### config.mk
export PLATFORM = sky130hd
export DESIGN_NAME = tea_cell
export DESIGN_NICKNAME = d
export VERILOG_FILES = /design/src/hw/rtl/tea_pkg.sv /design/src/hw/rtl/tea_cell.sv
export SDC_FILE = /design/constraint.sdc
export NUM_CORES = 1
export LEC_CHECK = 0
export ABC_CLOCK_PERIOD_IN_PS = 8600
export BUFFER_PORTS_ARGS = -buffer_cell sky130_fd_sc_hd__buf_2
export CELL_PAD_IN_SITES_DETAIL_PLACEMENT = 1
export CELL_PAD_IN_SITES_GLOBAL_PLACEMENT = 1
export CORE_MARGIN = 2
export CORE_UTILIZATION = 39
export DETAILED_ROUTE_END_ITERATION = 7
export PLACE_DENSITY_LB_ADDON = 0.3
export SLEW_MARGIN = 25
export SYNTH_ARGS = -nofsm -noshare
export SYNTH_HDL_FRONTEND = slang
export SYNTH_SLANG_ARGS = --single-unit
### constraint.sdc
create_clock -name clock -period 8.6 [get_ports clock]
set_input_delay 0 -clock clock [delete_from_list [all_inputs] [get_ports clock]]
set_output_delay 0 -clock clock [all_outputs]
set_load 0.005 [all_outputs]
### src/hw/rtl/tea_pkg.sv
// Shared types and constants for the TEA block cipher pipeline.
package tea_pkg;

   localparam int unsigned WORD_WIDTH      = 32;
   localparam int unsigned KEY_WORDS       = 4;
   localparam int unsigned CSR_INDEX_WIDTH = 2;

   localparam logic [WORD_WIDTH-1:0] TEA_DELTA = 32'h9e37_79b9;

   // Configuration register indexes.
   localparam logic [CSR_INDEX_WIDTH-1:0] CSR_KEY_WORD0 = 2'd0;
   localparam logic [CSR_INDEX_WIDTH-1:0] CSR_KEY_WORD1 = 2'd1;
   localparam logic [CSR_INDEX_WIDTH-1:0] CSR_KEY_WORD2 = 2'd2;
   localparam logic [CSR_INDEX_WIDTH-1:0] CSR_KEY_WORD3 = 2'd3;

   // Direction codes.
   localparam logic DIR_ENCRYPT = 1'b0;
   localparam logic DIR_DECRYPT = 1'b1;

   typedef struct packed {
      logic                  req_type;
      logic [WORD_WIDTH-1:0] block_left;
      logic [WORD_WIDTH-1:0] block_right;
   } req_payload_type;

   typedef struct packed {
      logic [WORD_WIDTH-1:0] result_left;
      logic [WORD_WIDTH-1:0] result_right;
   } rsp_payload_type;

   typedef struct packed {
      logic [WORD_WIDTH-1:0] word0;
      logic [WORD_WIDTH-1:0] word1;
      logic [WORD_WIDTH-1:0] word2;
      logic [WORD_WIDTH-1:0] word3;
   } key_type;

   // What travels from one cell to the next.
   typedef struct packed {
      logic                  decrypt;
      logic [WORD_WIDTH-1:0] left;
      logic [WORD_WIDTH-1:0] right;
   } cell_data_type;

   // Running sum after n additions of delta, modulo 2^32.
   function automatic logic [WORD_WIDTH-1:0] tea_round_sum(int unsigned n);
      logic [63:0] prod;
      prod = 64'(TEA_DELTA) * 64'(n);
      return prod[WORD_WIDTH-1:0];
   endfunction

endpackage

### src/hw/rtl/tea_cell.sv
// One half-round cell of the TEA pipeline: updates one half of the block.
module tea_cell
   import tea_pkg::*;
(
   input  logic                  clock,
   input  logic                  reset,
   input  logic                  advance,
   input  key_type               keys,
   input  logic [WORD_WIDTH-1:0] sum_enc,
   input  logic [WORD_WIDTH-1:0] sum_dec,
   input  logic                  second_half,
   input  logic                  in_valid,
   input  cell_data_type         in_data,
   output logic                  out_valid,
   output cell_data_type         out_data
);

   logic                  valid_ff, valid_in;
   cell_data_type         data_ff, data_in;
   logic                  upd_left;
   logic [WORD_WIDTH-1:0] src, target, ka, kb, sum, mix, updated;

   always_comb begin
      // Encryption updates left then right; decryption runs the reverse order.
      upd_left = (in_data.decrypt == DIR_DECRYPT) ? second_half : !second_half;
      src      = upd_left ? in_data.right : in_data.left;
      target   = upd_left ? in_data.left  : in_data.right;
      ka       = upd_left ? keys.word0 : keys.word2;
      kb       = upd_left ? keys.word1 : keys.word3;
      sum      = (in_data.decrypt == DIR_DECRYPT) ? sum_dec : sum_enc;
      mix      = ((src << 4) + ka) ^ (src + sum) ^ ((src >> 5) + kb);
      updated  = (in_data.decrypt == DIR_DECRYPT) ? (target - mix) : (target + mix);

      valid_in = in_valid;
      data_in  = in_data;
      if (upd_left) begin
         data_in.left = updated;
      end else begin
         data_in.right = updated;
      end
   end

   always_ff @(posedge clock) begin
      if (reset) begin
         valid_ff <= 1'b0;
      end else if (advance) begin
         valid_ff <= valid_in;
      end
   end

   always_ff @(posedge clock) begin
      if (advance) begin
         data_ff <= data_in;
      end
   end

   assign out_valid = valid_ff;
   assign out_data  = data_ff;

endmodule

## Word level (Yosys, flattened, before mapping)

Index checks and enable logic that the tools add are counted.

| storage, ports and cells | value |
|---|---|
| register bits after elaboration | 66 |
| input bits | 262 |
| output and inout bits | 66 |
| logic and storage cells | 21 |

| cells by class | value |
|---|---|
| add/subtract/negate cells | 5 |
| multiplexer cells | 9 |
| bitwise logic cells | 2 |
| reductions and logical operators | 1 |

Operator list:

| cell | count |
|---|---|
| 32-bit two-way mux | 8 |
| 32-bit adder | 3 |
| 32-bit bitwise XOR | 2 |
| 27-bit by 32-bit adder with 32-bit output | 1 |
| 32-bit subtractor | 1 |
| 1-bit zero test | 1 |
| 1-bit two-way mux | 1 |

## Longest topological paths before layout

Gate-level depths: netlist (run 1).

| depth | value |
|---|---|
| word-level depth | 9 |
| mapped depth | 34 |
| mapped depth without buffers | 29 |

## Least setup slack after synthesis (run 1)

No wires, ideal clock.

| timing | value |
|---|---|
| kind | input -> register |
| start point | in in_data[64] in the netlist's numbering |
| end point | reg data_ff (netlist bit out_data[31]) (data pin) |
| library setup time | 265 ps |
| data arrival time | 7399 ps |
| required time | 8335 ps |
| slack | 936 ps |
| stages | 33 |
| path buffers | 5 |
| cells stage by stage | xor2_2 buf_4 buf_1 clkbuf_1 clkbuf_1 clkbuf_1 nand2_1 nand2_1 ha_1 fa_1 a211oi_1 o211a_1 o31ai_1 xnor3_1 xnor2_1 nand3b_1 or4b_4 nand2b_1 nor3_2 a21oi_1 xor2_1 ha_1 a21o_1 a21o_1 a211oi_1 o221ai_1 o41ai_1 o21a_1 o21ai_0 a21oi_1 xnor2_1 xor2_1 o211ai_1 |

RTL lines:

| element | RTL line | source |
|---|---|---|
| start: declaration | tea_cell.sv:13 | `input cell_data_type in_data,` |
| end signal: assignment | tea_cell.sv:53 | `data_ff <= data_in;` |
| end: declaration | tea_cell.sv:19 | `cell_data_type data_ff, data_in;` |

==> results of run 1 <==
worst max path at each step:
stage | startpoint | end | slack [ps] | depth (start not counted)
2_1_floorplan | in_data[64] | out_data[31]$_DFFE_PP_ | 940 | 33
6_report | in_data[64] | out_data[63]$_DFFE_PP_ | 1000 | 29
3_3_place_gp | in_data[64] | out_data[63]$_DFFE_PP_ | 980 | 29
5_1_grt | in_data[64] | out_data[31]$_DFFE_PP_ | 550 | 31
3_5_place_dp | in_data[64] | out_data[63]$_DFFE_PP_ | 790 | 29
4_1_cts | in_data[64] | out_data[63]$_DFFE_PP_ | 1100 | 30
metrics by stage:
stage | total power, mW | std cells
after floorplan | 3.54 | 1618
after global placement | 4.61 | 2304
after detailed placement | 4.72 | 2304
after CTS | 5.13 | 2330
after global routing | 5.56 | 2330
final | 5.16 | 2330
cells by family (layout without fill, tap and decap cells):
group	Yosys count	in the layout
muxes	57	57
adders and majority gates	121	121
and+or+nand+nor	661	661
AOI/OAI and AO/OA	427	427
xor gates and xnor gates	195	195
buffers and inverters	91	407
DFF	66	66
state kept, by name, indices dropped and copies added (netlist names):
signal,count
out_data,65
out_valid,1
report_power, final:
part | total (mW) | switching, mW | internal [mW]
sequential | 0.658 | 0.0413 | 0.617
clock | 0.360 | 0.139 | 0.222
combinational | 4.15 | 2.45 | 1.69
per-layer routing:
metal,vias up,share of wire (%),track usage [%]
li1,6404,-,-
met5,-,0,0
met4,0,1.5,5.74
met2,425,45,46.7
met3,45,6.3,3.11
met1,6338,48,41.2
cell usage after synthesis, types with 5 or more instances:
master	instances	area, sq um
nand2_1	406	1520
xnor2_1	126	1100
ha_1	118	1480
o21ai_0	110	551
a21oi_1	105	526
nor2_1	85	319
edfxtp_1	65	1950
a21o_1	62	465
xor2_1	51	447
clkbuf_1	50	188
mux2_2	33	372
inv_1	29	109
nor3_1	27	135
nand3_1	22	110
mux2i_1	21	210
nand2b_1	21	131
o21a_1	18	135
a211oi_1	16	120
nor2b_1	16	100
o21bai_1	16	120
xnor3_1	15	338
a31oi_1	14	87.6
and3_1	14	87.6
o31ai_1	13	97.6
and2_1	11	68.8
nand4_1	11	68.8
o211ai_1	11	82.6
or2_2	9	56.3
or3_1	9	56.3
a221oi_1	7	61.3
buf_1	6	22.5
nor3b_1	6	45.0
a211o_1	5	43.8
worst min-delay path: cells and delay by family:
family	cells	cell delay, ps
buf+inv	1	100
simple gates	1	70
compound gates	1	70
what timing repair did:
item	4_1_cts	5_1_grt
buffers inserted	0	0
hold endpoints to repair	9	0
hold buffers	10	0
area by class of cell:
type	instances	area [sq um]
clock buffer	10	229
clock inverter	6	57.6
fill	4006	15900
inverter	29	109
multi-input combinational	1461	9830
sequential	66	1970
tap	396	495
timing repair buffer	362	1950
==> out/qor.txt, run 1 <==
Library cells used by synthesis -> 81
Setup ws final -> 1000 ps
Compound-Gate Fraction of Synth Area -> 22.7%
Global Route Usage Sum -> 28.7%
Number of buffers created by CTS -> 9
Hold_sp -> in_data[22]
Routed length per instance -> 20.8 um
Most used DFF post-synth -> edfxtp_1
Clock Skews -> 0 ps
DP HPWL -> 41100 um
Post-route DRC -> 0
Initial Util -> 39.7%
Req. time, crit path -> 8670 ps
Crit share post-route -> 88.4%
RR Endpoint -> out_valid$_SDFFE_PP0P_
Finished Core Util -> 47.9%
Total Routed Length -> 48600 um
Worst-Skew Late Latency -> 330 ps
R2R depth -> 3
CTS sink cnt -> 66
Core Rows -> 64
Via Count -> 13212
Maximum VDD drop -> 0.151 mV
Final setup fails -> 0
CTS root buf -> clkbuf_16
Vias in the first global route -> 13384
Setup WS pre-CTS -> 785 ps
Final Instance Area -> 14600 sq um
Post-synthesis mux area share -> 5.35%
Placer Congestion -> 0.973
Worst Hold Path Cells -> 3
Antenna violations before repair -> 1
Leak -> 7.15 nW
1st-iter DRT viols -> 748
TritonCTS clock tree -> yes
DR vias/cell -> 5.67
Synth Net Count -> 2000
Post-synthesis xor/xnor area fraction -> 16.0%
Pwr Density -> 353 nW/um^2
Post-synthesis adder-cell area fraction -> 12.6%
Commonest non-fill, non-tap cell in the layout -> nand2_1
Share of layout cells above drive strength 1 -> 21.9%
Cell family with most CP delay -> compound AO/OA/AOI/OAI gates
H-tree depth -> 3
Hold endpoint -> out_data[22]$_DFFE_PP_
Die Y -> 180 um
Commonest cells after routing, fill and taps aside -> nand2_1 (406), buf_2 (326), xnor2_1 (126)
FFs w/ async S/R, synth -> 0%
Crit-path slowest cell -> xnor2_4
Largest net degree at the start of global routing -> 67
Die Wd -> 180 um
Worst Setup Start Kind -> input pin
Crit Path Category -> in2reg
Worst-Margin Slew -> 869 ps
Clock transition at the registers of the reported paths -> 60 ps
CP arrival -> 7670 ps
Largest family of logic cells by synthesized area -> simple AND/OR/NAND/NOR gates
Hold Crit Class -> in2reg
Crit. End Element -> flip-flop
ANT nets after route -> 0
Slew headroom -> 42.1%
Max Root-Sink Buffers -> 2
Sequential element share of the synthesized area -> 16.2%
Worst Path Max Fanout -> 47
I/O Buffers -> 327
Congestion Overflow GR -> 0
First-pass GRT wire length -> 74000 um
Internal reg-to-reg setup slack -> 7440 ps
Post-CTS sizing -> 0
Max incr delay on CP -> 540 ps
Post-Syn Instances -> 1618
Synth Area in Simple Gates -> 24.1%
Avg Cell Area, Syn -> 7.50 sq um
Count of boundary I/O pins -> 328
Fmax -> 132 MHz
Synth Cell Area -> 12100 sq um
DP Area -> 14300 sq um
Crit path time final -> 7600 ps
P&R area growth vs syn -> 20.6%
Yosys reg bits -> 66
Die ar. -> 32600 sq um
Setup TNS -> 0 ps
Max Cap Viol -> 0
Final hold vios -> 0
Area of the core -> 30600 sq um
Unrepaired setup endpoints after global routing -> false
Nets -> 2311
Crit path buffers/inverters -> 3
Hold WS -> 7.16 ps
Worst r2r src -> out_valid$_SDFFE_PP0P_
Ant diodes -> 0
Status -> complete, no violations
Slew Limit Fails -> 0
TritonRoute pass-1 iters -> 5
Yosys warns -> 0
Number of synthesized flops with an enable pin -> 65
Note: power is estimated with default switching activity, not from simulation.
==> run 2: changes to the inputs <==
--- a/config.mk
+++ b/config.mk
@@ -10,7 +10,8 @@
 export CELL_PAD_IN_SITES_DETAIL_PLACEMENT = 1
 export CELL_PAD_IN_SITES_GLOBAL_PLACEMENT = 1
 export CORE_MARGIN = 2
-export CORE_UTILIZATION = 39
+export CORE_UTILIZATION = 40
+export CTS_BUF_LIST = sky130_fd_sc_hd__clkbuf_4
 export DETAILED_ROUTE_END_ITERATION = 7
 export PLACE_DENSITY_LB_ADDON = 0.3
 export SLEW_MARGIN = 25
==> constraint.sdc (replaced) <==
create_clock -name clock -period 8.6 [get_ports clock]
set_input_delay 1.72 -clock clock [delete_from_list [all_inputs] [get_ports clock]]
set_output_delay 1.72 -clock clock [all_outputs]
set_load 0.005 [all_outputs]
==> run 2 against run 1 <==
  * Clock power decreased by 52%
  * Fmax down 8.1%
  * Critical path depth did not move
  * Combinational power up 8.7%
  * Utilization up 2.8 points
  * Routed wire length grew 2.2%
  * Clock skew stayed put
  * Total power increased by 3.4%
  * Sequential cell count did not move
  * Largest power group unchanged
==> out/qor.txt, run 2 (synthesis gave the netlist of run 1 again) <==
Hold buffer count at CTS -> 0 (-10)
Initial Util -> 40.7% (+1.1 points)
Placer Congestion -> 0.985 (+1.3%)
Clock transition at the registers of the reported paths -> 120 ps (+60 ps)
Pwr Density -> 353 nW/um^2 (+0.16%)
Area of the core -> 29800 sq um (-2.6%)
1st-iter DRT viols -> 840 (+12%)
Routed length per instance -> 20.8 um (-0.24%)
Worst r2r src -> out_valid$_SDFFE_PP0P_
Pwr Total -> 5.34 mW (+3.4%)
Total Routed Length -> 49600 um (+2.2%)
Post-Layout Cell Count -> 2386 (+2.4%)
M3 GR Usage -> 2.11% (-1.0 points)
Die Wd -> 178 um (-1.2%)
RR Endpoint -> out_valid$_SDFFE_PP0P_
Status -> complete, no violations
CP Capture Point -> out_data[31]$_DFFE_PP_
CTS sink cnt -> 66 (unchanged)
Setup TNS -> 0 ps (unchanged)
Final setup fails -> 0 (unchanged)
GR Util met2 -> 47.3% (+0.55 points)
Worst-Skew Late Latency -> 410 ps (+80 ps)
Req. time, crit path -> 8770 ps (+100 ps)
Cell count after placement -> 2363 (+2.6%)
Congestion Overflow GR -> 0 (unchanged)
Crit-path slowest cell -> or4_1
Commonest non-fill, non-tap cell in the layout -> nand2_1
Number of buffers created by CTS -> 9 (unchanged)
I/O Buffers -> 327 (unchanged)
Slew headroom -> 44.2% (+2.1 points)
Setup ws final -> 334 ps (-666 ps)
H-tree depth -> 3 (unchanged)
R2R depth -> 2 (-1)
Hold WS -> 518 ps (+511 ps)
Crit share post-route -> 96.1% (+7.7 points)
Post-route DRC -> 0 (unchanged)
Fmax -> 121 MHz (-8.1%)
Worst Setup Start Kind -> input pin
Global route hottest layer -> met2
CTS root buf -> clkbuf_4
Clock Skews -> 0 ps (unchanged)
Hold Crit Class -> reg2reg
Nets -> 2369 (+2.5%)
Internal reg-to-reg setup slack -> 8000 ps (+560 ps)
TritonCTS clock tree -> yes
Commonest cells after routing, fill and taps aside -> nand2_1 (400), buf_2 (325), xnor2_1 (124)
Crit. End Element -> flip-flop
ANT nets after route -> 0 (unchanged)
DR vias/cell -> 5.67 (about the same)
Core Rows -> 63 (-1.6%)
Leak -> 7.42 nW (+3.8%)
Die Y -> 178 um (-1.2%)
CP arrival -> 8440 ps (+770 ps)
Max incr delay on CP -> 610 ps (+70 ps)
Share of layout cells above drive strength 1 -> 26.2% (+4.2 points)
Die ar. -> 31800 sq um (-2.4%)
CP startpoint -> second_half
Crit path time final -> 8270 ps (+666 ps)
Worst-Margin Slew -> 837 ps (-32.0 ps)
First-pass GRT wire length -> 73600 um (-0.61%)
Final hold vios -> 0 (unchanged)
Slew Limit Fails -> 0 (unchanged)
Max Cap Viol -> 0 (unchanged)
Largest register FFs -> 65 (unchanged)
P&R area growth vs syn -> 24.4%
Largest net degree at the start of global routing -> 67 (unchanged)
Max Root-Sink Buffers -> 2 (unchanged)
DP HPWL -> 42500 um (+3.5%)
TritonRoute pass-1 iters -> 5 (unchanged)
Met1 GRT Util -> 44.1% (+2.9 points)
Global Route Usage Sum -> 29.9% (+1.2 points)
Count of boundary I/O pins -> 328 (unchanged)
Setup WS pre-CTS -> -165 ps (-950 ps)
Via Count -> 13537 (+2.5%)
Vias in the first global route -> 13349 (-0.26%)
Crit Path Category -> in2reg
Maximum VDD drop -> 0.153 mV (+1.2%)
Worst Path Max Fanout -> 34 (-28%)
Antenna violations before repair -> 4 (+3)
[run 2: how the worst min path moves through the flow]
stage	depth (start not counted)	startpoint	end	slack, ps
2_1_floorplan	2	out_valid$_SDFFE_PP0P_	out_valid$_SDFFE_PP0P_	480
3_3_place_gp	2	out_valid$_SDFFE_PP0P_	out_valid$_SDFFE_PP0P_	470
3_5_place_dp	2	out_valid$_SDFFE_PP0P_	out_valid$_SDFFE_PP0P_	500
4_1_cts	2	out_valid$_SDFFE_PP0P_	out_valid$_SDFFE_PP0P_	520
5_1_grt	2	out_valid$_SDFFE_PP0P_	out_valid$_SDFFE_PP0P_	550
6_report	2	out_valid$_SDFFE_PP0P_	out_valid$_SDFFE_PP0P_	520
[run 2: repair_timing]
item	in CTS	in global routing
endpoints found under the hold margin	0	0
resized for setup	0	31
endpoints found under the setup margin	0	6
buffers inserted	0	2
[run 2: worst max-delay path: cells and delay by family]
| kind | cells | cell delay (ps) |
|---|---|---|
| compound gates | 10 | 1540 |
| xor+xnor | 6 | 1450 |
| fa+ha+maj | 2 | 660 |
| buf+inv | 3 | 560 |
| simple gates | 8 | 2490 |
[run 2: layout make-up]
cell class	count	area, sq um
sequential	66	1970
clock inverter	6	33.8
inverter	29	109
clock buffer	10	75.1
tap	390	488
antenna	4	10.0
multi-input combinational	1461	9980
timing repair buffer	420	2440
fill	3829	14700
[run 2: layer usage]
layer	wire, um	share of wire (%)
met1	23500	47
met2	22100	45
met3	2890	5.8
met4	1040	2.1
met5	0	0
[run 2: power breakdown]
part | total, mW | leakage, nW | internal, mW | switching, mW
Combinational | 4.51 | 6.71 | 1.95 | 2.56
Clock | 0.173 | 0.0596 | 0.0601 | 0.113
Sequential | 0.658 | 0.643 | 0.614 | 0.0432
[run 2: stage by stage]
| stage | util [%] | cell area (sq um) |
|---|---|---|
| 6_report | 50.7 | 15100 |
| 2_1_floorplan | - | 12200 |
| 4_1_cts | 50.1 | 14900 |
| 3_5_place_dp | 49.7 | 14800 |
| 5_1_grt | 50.7 | 15100 |
| 3_3_place_gp | 49.7 | 14800 |
==> run 3: changes to the inputs <==
--- a/config.mk
+++ b/config.mk
@@ -10,7 +10,7 @@
 export CELL_PAD_IN_SITES_DETAIL_PLACEMENT = 1
 export CELL_PAD_IN_SITES_GLOBAL_PLACEMENT = 1
 export CORE_MARGIN = 2
-export CORE_UTILIZATION = 40
+export CORE_UTILIZATION = 31
 export CTS_BUF_LIST = sky130_fd_sc_hd__clkbuf_4
 export DETAILED_ROUTE_END_ITERATION = 7
 export PLACE_DENSITY_LB_ADDON = 0.3
==> run 3 against run 2 <==
  * Total power is 3.3% higher
  * Routed wire length is 6.3% higher
  * Utilization shrank 10 points
  * Non-clock buffer count up 57
  * Sequential cell count unchanged
  * Critical path type unchanged
  * Highest routed layer unchanged
==> out/qor.txt, run 3 (synthesis gave the netlist of run 1 again) <==
Crit path buffers/inverters -> 3 (unchanged)
Leak -> 7.69 nW (+3.7%)
CP Capture Point -> out_data[31]$_DFFE_PP_
Crit path time final -> 8330 ps (+68.6 ps)
TritonRoute pass-1 iters -> 5 (unchanged)
Hold Crit Class -> reg2reg
Crit. End Element -> flip-flop
H-tree depth -> 3 (unchanged)
Total Routed Length -> 52700 um (+6.3%)
Die ar. -> 40800 sq um (+28%)
Worst-Skew Late Latency -> 440 ps (+30 ps)
First-pass GRT wire length -> 79700 um (+8.2%)
Count of boundary I/O pins -> 328 (unchanged)
I/O Buffers -> 327 (unchanged)
Cell family with most CP delay -> simple AND/OR/NAND/NOR gates
Via Count -> 13624 (+0.64%)
CP startpoint -> second_half
Internal reg-to-reg setup slack -> 8000 ps (about the same)
Number of buffers created by CTS -> 9 (unchanged)
Congestion Overflow GR -> 0 (unchanged)
Worst Hold Path Cells -> 2 (unchanged)
Status -> complete, no violations
Sw power -> 2.76 mW (+1.4%)
Die Y -> 202 um (+13%)
Fmax -> 120 MHz (-0.82%)
Req. time, crit path -> 8800 ps (+30 ps)
Pwr Density -> 353 nW/um^2 (about the same)
P_int -> 2.76 mW (+5.4%)
Flop pwr share -> 12.0% (-0.3 points)
Slew Limit Fails -> 0 (unchanged)
Worst Setup Start Kind -> input pin
CTS root buf -> clkbuf_4
Commonest non-fill, non-tap cell in the layout -> nand2_1
Max Cap Viol -> 0 (unchanged)
Crit Path Category -> in2reg
Maximum VDD drop -> 0.139 mV (-9.0%)
Nets -> 2426 (+2.4%)
DR vias/cell -> 5.30 (-6.6%)
CP arrival -> 8530 ps (+90 ps)
Worst r2r src -> out_valid$_SDFFE_PP0P_
Crit-path slowest cell -> or4b_4
Worst Path Max Fanout -> 35 (+2.9%)
Hold buffer count at CTS -> 0 (unchanged)
Largest register FFs -> 65 (unchanged)
Largest net degree at the start of global routing -> 67 (unchanged)
WP depth -> 31 (+6.9%)
Max Root-Sink Buffers -> 2 (unchanged)
Clock power share -> 3.4% (+0.2 points)
P&R area growth vs syn -> 28.7%
RR Endpoint -> out_valid$_SDFFE_PP0P_
TritonCTS clock tree -> yes
ANT nets after route -> 0 (unchanged)
Final hold vios -> 0 (unchanged)
Gate power share -> 84.6% (+0.2 points)
Clock transition at the registers of the reported paths -> 120 ps (about the same)
Area of the core -> 38600 sq um (+30%)
Post-route DRC -> 0 (unchanged)
Final setup fails -> 0 (unchanged)
Pwr Total -> 5.52 mW (+3.3%)
Share of layout cells above drive strength 1 -> 27.8% (+1.6 points)
Initial Util -> 31.4% (-9.3 points)
Max incr delay on CP -> 590 ps (-20 ps)
CTS sink cnt -> 66 (unchanged)
R2R depth -> 2 (unchanged)
Setup TNS -> 0 ps (unchanged)
Crit share post-route -> 96.9% (+0.80 points)
1st-iter DRT viols -> 749 (-11%)
Core Rows -> 72 (+14%)
Antenna violations before repair -> 3 (-1)
Die Wd -> 202 um (+13%)
Placer Congestion -> 0.935 (-5.0%)
Routed length per instance -> 20.5 um (-1.3%)
Slew headroom -> 40.3% (-3.9 points)
Global Route Usage Sum -> 24.9% (-5.0 points)
Commonest cells after routing, fill and taps aside -> nand2_1 (403), buf_2 (325), buf_4 (142)
DP HPWL -> 45500 um (+6.9%)
Vias in the first global route -> 14002 (+4.9%)
Sw frac -> 50.0% (-0.96 points)
CP dominant cell by count -> nand2_1
Finished Core Util -> 40.4% (-10 points)
Clock Skews -> 0 ps (unchanged)
Worst-Margin Slew -> 895 ps (+58.4 ps)
==> run 3: what timing repair did <==
action / 4_1_cts / 5_1_grt
setup endpoints to repair: 0 / 4
buffers inserted: 0 / 6
gates resized for setup: 0 / 25
==> run 3: worst min-delay path by stage <==
stage | startpoint | endpoint | slack, ps
global placement | out_valid$_SDFFE_PP0P_ | out_valid$_SDFFE_PP0P_ | 470
floorplan | out_valid$_SDFFE_PP0P_ | out_valid$_SDFFE_PP0P_ | 480
CTS | out_valid$_SDFFE_PP0P_ | out_valid$_SDFFE_PP0P_ | 530
finish | out_valid$_SDFFE_PP0P_ | out_valid$_SDFFE_PP0P_ | 520
detailed placement | out_valid$_SDFFE_PP0P_ | out_valid$_SDFFE_PP0P_ | 500
global route | out_valid$_SDFFE_PP0P_ | out_valid$_SDFFE_PP0P_ | 570
==> run 3: routing by layer <==
| layer | up-vias | track usage [%] | share of wire, % |
|---|---|---|---|
| li1 | 6655 | - | - |
| met3 | 35 | 1.44 | 4.7 |
| met4 | 0 | 4.83 | 1.3 |
| met1 | 6557 | 36.8 | 49 |
| met2 | 377 | 40.0 | 45 |
| met5 | - | 0 | 0 |
==> run 3: power by group through the flow <==
stage	clock, mW	sequential, mW	combinational, mW
after detailed placement	0	0.673	4.56
after global placement	0	0.662	4.45
after floorplan	0	0.683	2.88
final	0.187	0.659	4.67
after global routing	0.205	0.676	5.10
after CTS	0.193	0.665	4.58
==> run 3: worst reg2reg max path, cell delays in order (launching register included) <==
cell and delay [ps]:
dfxtp_1 330, mux2i_1 120, nor2_1 50
==> run 3: cell type report <==
cell class              count  area [sq um]
fillers                  4905         23000
multi-input cells        1461          9920
repair buffers            477          2850
flip-flops and latches     66          1970
well taps                 518           648
inverters                  29           109
clock buffers              12          90.1
clock inverters             4          21.3
diodes                      3          7.51
==> run 3: per-stage QoR <==
step / cells / setup slack (ps) / hold WS, ps / area, sq um
2_1_floorplan: 1618 / 26.3 / 485 / 12200
3_3_place_gp: 2544 / -29.6 / 472 / 15300
3_5_place_dp: 2544 / -299 / 497 / 15300
4_1_cts: 2560 / 155 / 528 / 15400
5_1_grt: 2569 / -15.5 / 574 / 15600
6_report: 2570 / 265 / 518 / 15600
